===== config.mk =====
export PLATFORM = sky130hd
export DESIGN_NAME = nmea_rmc_sentence_parser
export DESIGN_NICKNAME = d
export VERILOG_FILES = /design/src/hdl/nrmc_pkg.sv /design/src/hdl/nrmc_scan.sv /design/src/hdl/nrmc_eval.sv /design/src/hdl/nmea_rmc_sentence_parser.sv
export SDC_FILE = /design/constraint.sdc
export NUM_CORES = 1
export LEC_CHECK = 0
export BUFFER_PORTS_ARGS = -buffer_cell sky130_fd_sc_hd__buf_2
export CORE_ASPECT_RATIO = 1.25
export CORE_UTILIZATION = 45
export DETAILED_ROUTE_END_ITERATION = 16
export SLEW_MARGIN = 20
export SYNTH_ARGS = -nofsm -noshare
export SYNTH_HDL_FRONTEND = slang
export SYNTH_SLANG_ARGS = --single-unit

===== constraint.sdc =====
create_clock -name aclk -period 6.3 [get_ports aclk]
set_input_delay 0.315 -clock aclk [delete_from_list [all_inputs] [get_ports aclk]]
set_output_delay 0.315 -clock aclk [all_outputs]
set_load 0.005 [all_outputs]

===== src/hdl/nrmc_pkg.sv =====
// ----------------------------------------------------------------------------
// NMEA RMC parser package
// Shared constants, types and small arithmetic helpers for the RMC parser.
// ----------------------------------------------------------------------------
package nrmc_pkg;

    // Sentence buffer limit and byte counter width
    localparam int MAX_SENTENCE_LEN = 96;
    localparam int CNT_W            = $clog2(MAX_SENTENCE_LEN + 1);

    // Character codes
    localparam logic [7:0] CH_DOLLAR = 8'h24;
    localparam logic [7:0] CH_COMMA  = 8'h2C;
    localparam logic [7:0] CH_CR     = 8'h0D;
    localparam logic [7:0] CH_LF     = 8'h0A;
    localparam logic [7:0] CH_ZERO   = 8'h30;
    localparam logic [7:0] CH_G      = 8'h47;
    localparam logic [7:0] CH_P      = 8'h50;
    localparam logic [7:0] CH_R      = 8'h52;
    localparam logic [7:0] CH_M      = 8'h4D;
    localparam logic [7:0] CH_C      = 8'h43;

    // Expected header, entry 0 is the opening '$'
    localparam int HDR_LEN = 6;
    localparam logic [HDR_LEN-1:0][7:0] HDR_CHARS =
        {CH_C, CH_M, CH_R, CH_P, CH_G, CH_DOLLAR};

    // Field positions
    localparam int TIME_FIRST      = 7;
    localparam int N_DIGITS        = 6;
    localparam int COMMA_SCAN_FROM = 12;
    localparam int DATE_COMMAS     = 8;
    localparam int STATUS_COMMAS   = 2;
    localparam int DATE_DONE       = DATE_COMMAS + N_DIGITS;

    typedef enum logic {
        PH_HUNT,
        PH_COLLECT
    } phase_t;

    typedef enum logic [1:0] {
        KIND_OK         = 2'd0,
        KIND_BAD_HEADER = 2'd1,
        KIND_BAD_CSUM   = 2'd2,
        KIND_OVERFLOW   = 2'd3
    } kind_t;

    // Snapshot of the sentence at the byte that closes it
    typedef struct packed {
        logic                      done;
        logic                      overflow;
        logic                      hdr_ok;
        logic [7:0]                csum_calc;
        logic [7:0]                csum_hi_ch;
        logic [7:0]                csum_lo_ch;
        logic [N_DIGITS-1:0][7:0]  time_dig;
        logic [N_DIGITS-1:0][7:0]  date_dig;
        logic [7:0]                status;
        logic                      stray;
    } snap_t;

    typedef struct packed {
        kind_t      kind;
        logic [7:0] hour;
        logic [7:0] minute;
        logic [7:0] second;
        logic [7:0] day;
        logic [7:0] month;
        logic [7:0] year;
        logic [7:0] fix_status;
        logic       stray;
    } result_t;

    // Hex character value, no validity check
    function automatic logic [7:0] hex_val(input logic [7:0] ch);
        logic [7:0] d;
        d = ch - CH_ZERO;
        if (d > 8'd9) begin
            d = d - 8'd7;
        end
        return d;
    endfunction

    // (a*10 + b) mod 256 on digit values
    function automatic logic [7:0] pair_val(input logic [7:0] a, input logic [7:0] b);
        return {a[4:0], 3'b000} + {a[6:0], 1'b0} + b;
    endfunction

endpackage


===== src/hdl/nrmc_scan.sv =====
// ----------------------------------------------------------------------------
// NMEA RMC byte scanner
// Tracks sentence framing per byte: count, running XOR, tail window, header
// match, comma counts and the captured time, date and status fields.
// ----------------------------------------------------------------------------
module nrmc_scan (
    input  logic                aclk,
    input  logic                aresetn,
    input  logic                take,
    input  logic [7:0]          rx_byte,
    output nrmc_pkg::snap_t     snap
);

    nrmc_pkg::phase_t                 phase_reg, phase_next;
    logic [nrmc_pkg::CNT_W-1:0]       cnt_reg, cnt_next;
    logic [7:0]                       xor_reg, xor_next;
    logic [3:0][7:0]                  win_reg, win_next;
    logic                             hdr_reg, hdr_next;
    logic [1:0]                       cfs_reg, cfs_next;
    logic [3:0]                       cat_reg, cat_next;
    logic [nrmc_pkg::N_DIGITS-1:0][7:0] time_reg, time_next;
    logic [nrmc_pkg::N_DIGITS-1:0][7:0] date_reg, date_next;
    logic [7:0]                       status_reg, status_next;
    logic                             stray_reg, stray_next;

    logic       collecting;
    logic       full;
    logic       is_dollar;
    logic       end_hit;
    logic       ovf_hit;
    logic [7:0] digit;

    // Per-byte events
    assign collecting = (phase_reg == nrmc_pkg::PH_COLLECT);
    assign full       = (cnt_reg >= nrmc_pkg::CNT_W'(nrmc_pkg::MAX_SENTENCE_LEN));
    assign is_dollar  = (rx_byte == nrmc_pkg::CH_DOLLAR);
    assign digit      = rx_byte - nrmc_pkg::CH_ZERO;
    assign ovf_hit    = take && collecting && full;
    assign end_hit    = take && collecting && !full && (rx_byte == nrmc_pkg::CH_LF)
                        && (win_reg[0] == nrmc_pkg::CH_CR);

    // Phase next state
    always_comb begin
        phase_next = phase_reg;
        case (phase_reg)
            nrmc_pkg::PH_HUNT: begin
                if (take && is_dollar) begin
                    phase_next = nrmc_pkg::PH_COLLECT;
                end
            end
            nrmc_pkg::PH_COLLECT: begin
                if (ovf_hit || end_hit) begin
                    phase_next = nrmc_pkg::PH_HUNT;
                end
            end
            default: phase_next = nrmc_pkg::PH_HUNT;
        endcase
    end

    // Sentence tracking datapath
    always_comb begin
        cnt_next    = cnt_reg;
        xor_next    = xor_reg;
        win_next    = win_reg;
        hdr_next    = hdr_reg;
        cfs_next    = cfs_reg;
        cat_next    = cat_reg;
        time_next   = time_reg;
        date_next   = date_reg;
        status_next = status_reg;
        stray_next  = stray_reg;
        if (take) begin
            if (!collecting) begin
                if (is_dollar) begin
                    cnt_next    = nrmc_pkg::CNT_W'(1);
                    xor_next    = '0;
                    win_next    = {24'h0, rx_byte};
                    hdr_next    = 1'b1;
                    cfs_next    = '0;
                    cat_next    = '0;
                    time_next   = '0;
                    date_next   = '0;
                    status_next = '0;
                    stray_next  = 1'b0;
                end
            end else if (full) begin
                cnt_next   = '0;
                stray_next = stray_reg | is_dollar;
            end else begin
                cnt_next   = end_hit ? '0 : cnt_reg + nrmc_pkg::CNT_W'(1);
                xor_next   = xor_reg ^ rx_byte;
                win_next   = {win_reg[2:0], rx_byte};
                stray_next = stray_reg | is_dollar;
                // header match on bytes 1 to 5
                for (int k = 1; k < nrmc_pkg::HDR_LEN; k++) begin
                    if (cnt_reg == nrmc_pkg::CNT_W'(k) && rx_byte != nrmc_pkg::HDR_CHARS[k]) begin
                        hdr_next = 1'b0;
                    end
                end
                // status: byte after the second comma
                if (cfs_reg == 2'(nrmc_pkg::STATUS_COMMAS)) begin
                    status_next = rx_byte;
                    cfs_next    = 2'd3;
                end else if (cfs_reg < 2'(nrmc_pkg::STATUS_COMMAS)
                             && rx_byte == nrmc_pkg::CH_COMMA) begin
                    cfs_next = cfs_reg + 2'd1;
                end
                // time digits at fixed positions
                for (int k = 0; k < nrmc_pkg::N_DIGITS; k++) begin
                    if (cnt_reg == nrmc_pkg::CNT_W'(nrmc_pkg::TIME_FIRST + k)) begin
                        time_next[k] = digit;
                    end
                end
                // date: count commas from the end of time, then take six digits
                if (cat_reg < 4'(nrmc_pkg::DATE_COMMAS)) begin
                    if (cnt_reg >= nrmc_pkg::CNT_W'(nrmc_pkg::COMMA_SCAN_FROM)
                        && rx_byte == nrmc_pkg::CH_COMMA) begin
                        cat_next = cat_reg + 4'd1;
                    end
                end else if (cat_reg < 4'(nrmc_pkg::DATE_DONE)) begin
                    for (int k = 0; k < nrmc_pkg::N_DIGITS; k++) begin
                        if (cat_reg == 4'(nrmc_pkg::DATE_COMMAS + k)) begin
                            date_next[k] = digit;
                        end
                    end
                    cat_next = cat_reg + 4'd1;
                end
            end
        end
    end

    // Snapshot towards the evaluator
    always_comb begin
        snap.done       = end_hit;
        snap.overflow   = ovf_hit;
        snap.hdr_ok     = hdr_next && (cnt_reg >= nrmc_pkg::CNT_W'(nrmc_pkg::HDR_LEN - 1));
        snap.csum_calc  = xor_reg ^ win_reg[0] ^ win_reg[1] ^ win_reg[2] ^ win_reg[3];
        snap.csum_hi_ch = win_reg[2];
        snap.csum_lo_ch = win_reg[1];
        snap.time_dig   = time_next;
        snap.date_dig   = date_next;
        snap.status     = status_next;
        snap.stray      = stray_next;
    end

    // Control registers
    always_ff @(posedge aclk) begin
        if (!aresetn) begin
            phase_reg <= nrmc_pkg::PH_HUNT;
            cnt_reg   <= '0;
            stray_reg <= 1'b0;
        end else begin
            phase_reg <= phase_next;
            cnt_reg   <= cnt_next;
            stray_reg <= stray_next;
        end
    end

    // Sentence payload registers, set up at each '$'
    always_ff @(posedge aclk) begin
        xor_reg    <= xor_next;
        win_reg    <= win_next;
        hdr_reg    <= hdr_next;
        cfs_reg    <= cfs_next;
        cat_reg    <= cat_next;
        time_reg   <= time_next;
        date_reg   <= date_next;
        status_reg <= status_next;
    end

endmodule


===== src/hdl/nrmc_eval.sv =====
// ----------------------------------------------------------------------------
// NMEA RMC sentence evaluator
// Checks overflow, header and checksum of a closed sentence and converts the fields.
// ----------------------------------------------------------------------------
module nrmc_eval (
    input  nrmc_pkg::snap_t   snap,
    output nrmc_pkg::result_t res
);

    logic [7:0] hi_val;
    logic [7:0] lo_val;
    logic [7:0] want;

    // Checksum from the two characters before CR LF
    assign hi_val = nrmc_pkg::hex_val(snap.csum_hi_ch);
    assign lo_val = nrmc_pkg::hex_val(snap.csum_lo_ch);
    assign want   = {hi_val[3:0], 4'h0} | lo_val;

    // Result selection
    always_comb begin
        res            = '0;
        res.stray      = snap.stray;
        if (snap.overflow) begin
            res.kind = nrmc_pkg::KIND_OVERFLOW;
        end else if (!snap.hdr_ok) begin
            res.kind = nrmc_pkg::KIND_BAD_HEADER;
        end else if (snap.csum_calc != want) begin
            res.kind = nrmc_pkg::KIND_BAD_CSUM;
        end else begin
            res.kind       = nrmc_pkg::KIND_OK;
            res.hour       = nrmc_pkg::pair_val(snap.time_dig[0], snap.time_dig[1]);
            res.minute     = nrmc_pkg::pair_val(snap.time_dig[2], snap.time_dig[3]);
            res.second     = nrmc_pkg::pair_val(snap.time_dig[4], snap.time_dig[5]);
            res.day        = nrmc_pkg::pair_val(snap.date_dig[0], snap.date_dig[1]);
            res.month      = nrmc_pkg::pair_val(snap.date_dig[2], snap.date_dig[3]);
            res.year       = nrmc_pkg::pair_val(snap.date_dig[4], snap.date_dig[5]);
            res.fix_status = snap.status;
        end
    end

endmodule


===== src/hdl/nmea_rmc_sentence_parser.sv =====
// A result appears on m_valid in the cycle after the transaction carrying the
// closing LF, or the byte finding the buffer full. Throughput: one byte per
// cycle unless a result waits on m_ready; the byte scanner updates all sentence
// state in a single pass; the result register frees itself when m_ready is high.
// Reset (aresetn low, synchronous): hunting for '$', no result pending.
// ----------------------------------------------------------------------------
// NMEA RMC sentence parser
// Streams UART characters, frames $GPRMC sentences and reports time, date,
// fix status and a result kind per sentence end or buffer overflow.
// ----------------------------------------------------------------------------
module nmea_rmc_sentence_parser (
    input  logic       aclk,
    input  logic       aresetn,
    input  logic       s_valid,
    output logic       s_ready,
    input  logic [7:0] s_rx_byte,
    output logic       m_valid,
    input  logic       m_ready,
    output logic [1:0] m_result_kind,
    output logic [7:0] m_hour,
    output logic [7:0] m_minute,
    output logic [7:0] m_second,
    output logic [7:0] m_day,
    output logic [7:0] m_month,
    output logic [7:0] m_year,
    output logic [7:0] m_fix_status,
    output logic       m_stray_start
);

    nrmc_pkg::snap_t   snap;
    nrmc_pkg::result_t res;
    nrmc_pkg::result_t res_reg;
    logic              m_valid_reg, m_valid_next;
    logic              take;
    logic              emit;

    // Input transaction accepted when the result slot is free or draining
    assign s_ready = !m_valid_reg || m_ready;
    assign take    = s_valid && s_ready;
    assign emit    = snap.done || snap.overflow;

    nrmc_scan u_scan (
        .aclk    (aclk),
        .aresetn (aresetn),
        .take    (take),
        .rx_byte (s_rx_byte),
        .snap    (snap)
    );

    nrmc_eval u_eval (
        .snap (snap),
        .res  (res)
    );

    // Result register valid
    always_comb begin
        m_valid_next = m_valid_reg;
        if (emit) begin
            m_valid_next = 1'b1;
        end else if (m_ready) begin
            m_valid_next = 1'b0;
        end
    end

    always_ff @(posedge aclk) begin
        if (!aresetn) begin
            m_valid_reg <= 1'b0;
        end else begin
            m_valid_reg <= m_valid_next;
        end
    end

    always_ff @(posedge aclk) begin
        if (emit) begin
            res_reg <= res;
        end
    end

    // Output ports
    assign m_valid       = m_valid_reg;
    assign m_result_kind = res_reg.kind;
    assign m_hour        = res_reg.hour;
    assign m_minute      = res_reg.minute;
    assign m_second      = res_reg.second;
    assign m_day         = res_reg.day;
    assign m_month       = res_reg.month;
    assign m_year        = res_reg.year;
    assign m_fix_status  = res_reg.fix_status;
    assign m_stray_start = res_reg.stray;

endmodule


After elaboration in Yosys (flattened, before gate mapping) --
Index checks and enable logic that the tools add are counted.
Word-level totals: bits in registers 220, bits in latches 0, bits in writable memories 0, ROM bits 0, bits of input ports 12, output and inout port bits 61, word-level logic and storage cells 220, memories 0
Operators by class: add/subtract/negate cells 20, multiply operators 0, divide/modulo/power cells 0, order comparisons 8, equal/unequal tests 40, shifts and indexed selects 0, muxes and demuxes 69, bitwise logic cells 9, reductions and logical operators 33
Operator list (count):
- $mux W48 | 10
- $mux W8 | 21
- $add A8 B8 Y8 | 12
- $mux W32 | 3
- $ne A8 B7 Y1 const B | 5
- $xor A8 B8 Y8 | 5
- $eq A7 B4 Y1 const B | 5
- $mux W4 | 7
- $mux W7 | 4
- $eq A4 B4 Y1 const B | 6
- $sub A8 B6 Y8 const B | 3
- $eq A7 B3 Y1 const B | 3
- $ne A2 B2 Y1 const B | 9
- $reduce_and A6 Y1 | 3
- $eq A8 B4 Y1 const B | 2
- $eq A8 B6 Y1 const B | 2
- $gt A8 B4 Y1 const B | 2
- $mux W1 | 16
- $reduce_and A4 Y1 | 4
- $logic_and A1 B1 Y1 | 15
- $eq A7 B2 Y1 const B | 2
- $mux W2 | 7
- $ne A3 B3 Y1 const B | 3
- $lt A4 B4 Y1 const B | 2
- 24 further kinds | 28

Logic depth before layout (Yosys ltp) --
depth in word-level cells 13, depth in mapped cells 20, gate-level depth less buffers 17

Hierarchy --
From an unflattened synthesis, not the netlist that was laid out.
Unflattened totals: cell total of the unflattened synthesis 1013, area total of the unflattened synthesis 11415.9 um^2
Modules (own cells, without submodules):
- nrmc_scan | instances 1, cells each 591, area each 6703.9 um^2, sequential area each 3663.5 um^2
- nrmc_eval | instances 1, cells each 357, area each 2879.0 um^2, sequential area each 0.0 um^2
- nmea_rmc_sentence_parser | instances 1, cells each 65, area each 1833.0 um^2, sequential area each 1791.7 um^2

Least setup slack after synthesis --
Ideal clock, no wire load.
path kind input port to flip-flop, from input s_rx_byte[4], to register res_reg (netlist bit m_second[7]), data pin, library setup time 0.271 ns, arrival time 4.295 ns, data required time 6.029 ns, path slack 1.733 ns, stages on the path 20, path buffers 4, path through clkbuf_1 clkinv_1 ha_1 and3b_1 clkbuf_1 a21oi_1 clkbuf_1 clkbuf_1 a22o_1 inv_1 fa_1 inv_1 ha_1 a21o_1 a21oi_1 o21bai_1 a21oi_1 xor2_1 xnor2_1 nor4_1
RTL lines:
- from (decl) | line nmea_rmc_sentence_parser.sv:16 | input logic [7:0] s_rx_byte,
- to (signal assigned) | line nmea_rmc_sentence_parser.sv:75 | res_reg <= res;
- to (decl) | line nmea_rmc_sentence_parser.sv:32 | nrmc_pkg::result_t res_reg;

==> results.cfg <==
[power]
pwr-share-seq_pct = 48.9
fin_total_pwr_mw = 3.01
p_int_mw = 2.34
p_clk_share_pct = 46.0
leakage_nw = 5.25
switching_share_pct = 22.1
switchingPower_mw = 0.666
ir_worst_vdd_mv = 0.184
powerDensity_nw_per_um2 = 236
p_comb_share_pct = 5.0

[clocking]
clock_sinks = 214
htreeDepth = 1
root_buffer = clkbuf_16
cts_buffers = 23
clock_path_buffers = 3
clk_latency_ns = 0.51
cts-resized-gates = 0
clkTransAtPathRegs_ns = 0.06
cts_tree = built
postCtsHoldBufs = 0
postCtsSetupBuffers = 0

[global_route]
first_global_vias = 8302
grt_pass1_wl_mm = 45.3
grt.overflow.total = 0
grt_max_degree = 58
track_usage_pct = 23.0
antenna_found_initial = 0

[yosys]
synth_top_cell_by_area = edfxtp_1
synthMuxAreaShare_pct = 0.277
ys_warn_count = 0
synth_top_family_by_area = simple AND/OR/NAND/NOR gates
synth_top_area_share_pct = 27.9
synth-simple-area-share_pct = 15.3
synth.distinct_cells = 72
synth-edff-count = 105
synthAdderAreaFrac_pct = 12.4
synth_area_leaders = edfxtp_1, dfxtp_1, ha_1, fa_1, xnor2_1
post-synth-top-count-cell = dfxtp_1
synthXorXnorAreaFrac_pct = 7.38
avgSynthCellArea_sq_um = 10.5
synthFlopType = dfxtp_1
synthArstFlopShare_pct = 0
ys_top_cells_by_count = dfxtp_1, edfxtp_1, nand2_1
synth-seq-cells = 214
synth_compound_area_share_pct = 13.2
synth_seq_area_share_pct = 47.2
syn_area_sq_um = 11300
syn_inst = 1073
syn_nets = 1179

[critical_path]
cp-start-kind = register
reg2reg_to = m_year[7]
path_buf_inv = 1
startpoint = m_valid
critical_path.endpoint = m_year[7]
cpPeakStageDelay_ns = 0.58
cp_cell_sequence = nor2b_1 > inv_1 > nand2_1 > nand2_1 > nand2_1 > nand2_1 > o21ai_0 > fa_1 > ha_1 > a21o_1 > a21oi_1 > o21bai_1 > a21oi_1 > xor2_1 > xnor3_1 > nor4_1
reg2reg_depth = 16
path_depth = 16
cp_top_family = simple AND/OR/NAND/NOR gates
slowest_stage = nand2_1
r2r_start = m_valid
crit_path_frequent_cell = nand2_1
cp.required_ns = 6.63
crit_path_end_kind = register
cp_max_fo = 16
crit_type = reg -> reg
worstPathArrival_ns = 5.13
r2r_setup_slack_ns = 1.49

[layout]
finalNetCount = 1242
antenna_cells = 0
area_growth_pct = 13.1
postLayoutCellArea_sq_um = 12800
final_cells = 1483
drive_gt1_share_pct = 12.3

[timing]
maxSlewViolCount = 0
rsz0062_at_grt = no
relSlewSlack_pct = 39.1
timing.hold.ws_ns = 0.134
fin_crit_ns = 4.81
finClkSkew_ns = 0.0146
tightest_slew_ns = 0.913
setup_viol = 0
fin_tns_setup_ns = 0
fin_crit_sh_pct = 76.3
hold_viol_final = 0
max_freq_mhz = 208

[job]
drv_cap = 0

[route]
vias_per_cell = 5.60
drc = 0
routedWlPerCell_um = 19.0
num_vias = 8304
first_iter_violations = 471
drtPass1Iterations = 4
postRouteWirelength_mm = 28.2
ant_nets = 0

[placement]
place_inst = 1441
placed_cell_area_sq_um = 12000
place.gp.congestion = 0.860
portBuffers = 72
dp_hpwl_mm = 19.2

[floorplan]
die_w_um = 144
ios = 73
die_h_um = 179
die-area_sq_um = 25800
coreArea_sq_um = 24600
row_count = 64
initial_core_util_pct = 46.0

[worst_hold_path]
hold_class = in -> reg

[status]
status = finished clean
placed cells by master (no fill, tap or decap), types with 10 or more instances in the layout:
master / netlist / layout
clkbuf_16: 0 / 23
ha_1: 64 / 64
xnor2_1: 59 / 58
inv_1: 66 / 66
nor4_1: 26 / 26
nand3_1: 25 / 25
fa_1: 30 / 30
nor2b_1: 10 / 10
buf_4: 1 / 18
nand2_1: 104 / 104
and2_1: 28 / 28
dfxtp_1: 109 / 109
o21ai_0: 50 / 50
a22oi_1: 17 / 17
a21o_1: 13 / 13
a22o_1: 42 / 42
xor2_1: 19 / 19
buf_2: 10 / 72
a21oi_1: 40 / 39
nor2_1: 59 / 58
edfxtp_1: 105 / 105
nor3_1: 38 / 38
cell families (layout without fill, tap and decap cells):
kind of cell             after synthesis  in the layout
AO/OA/AOI/OAI                        217            217
XOR/XNOR                              85             85
adder cells (fa/ha/maj)               94             94
buffers and inverters                120            200
flip-flops                           214            214
multiplexers                           3              3
AND/OR/NAND/NOR                      340            340
power groups by stage:
stage | sequential, mW | clock [mW] | combinational, mW
after global routing | 1.47 | 1.47 | 0.171
after global placement | 1.50 | 0 | 0.150
final | 1.47 | 1.39 | 0.151
after floorplan | 1.50 | 0 | 0.102
after CTS | 1.47 | 1.42 | 0.152
after detailed placement | 1.50 | 0 | 0.150
through the flow:
stage / util, % / setup slack [ns]
finish: 52.0 / 1.49
floorplan: - / 1.73
global route: 52.0 / 0.909
CTS: 52.0 / 1.45
detailed placement: 48.9 / 1.39
global placement: 48.9 / 1.57
how the worst min path moves through the flow:
| stage | startpoint | endpoint | slack (ns) | depth (start not counted) |
|---|---|---|---|---|
| after floorplan | s_rx_byte[0] | u_scan.win_reg[0] | 0.41 | 0 |
| after global placement | u_scan.date_reg[40] | u_scan.date_reg[40] | 0.45 | 2 |
| after detailed placement | u_scan.time_reg[40] | u_scan.time_reg[40] | 0.46 | 1 |
| after CTS | aresetn | u_scan.cnt_reg[4] | 0.12 | 2 |
| after global routing | aresetn | m_valid | 0.14 | 2 |
| final | aresetn | m_valid | 0.13 | 2 |
layer usage:
metal	wire, um	track usage (%)	up-vias
met3	981	2.43	56
met1	12700	29.9	4071
li1	-	-	3976
met2	13600	39.3	201
met4	940	8.60	0
met5	0	0	-
layout make-up:
cell class,count,area (sq um)
Clock buffer,31,626
Sequential cell,214,5340
Tap cell,330,413
Inverter,68,255
Fill cell,2261,11800
Clock inverter,11,139
Multi-Input combinational cell,739,5520
Timing Repair Buffer,90,495
Note: power is estimated with default switching activity, not from simulation.
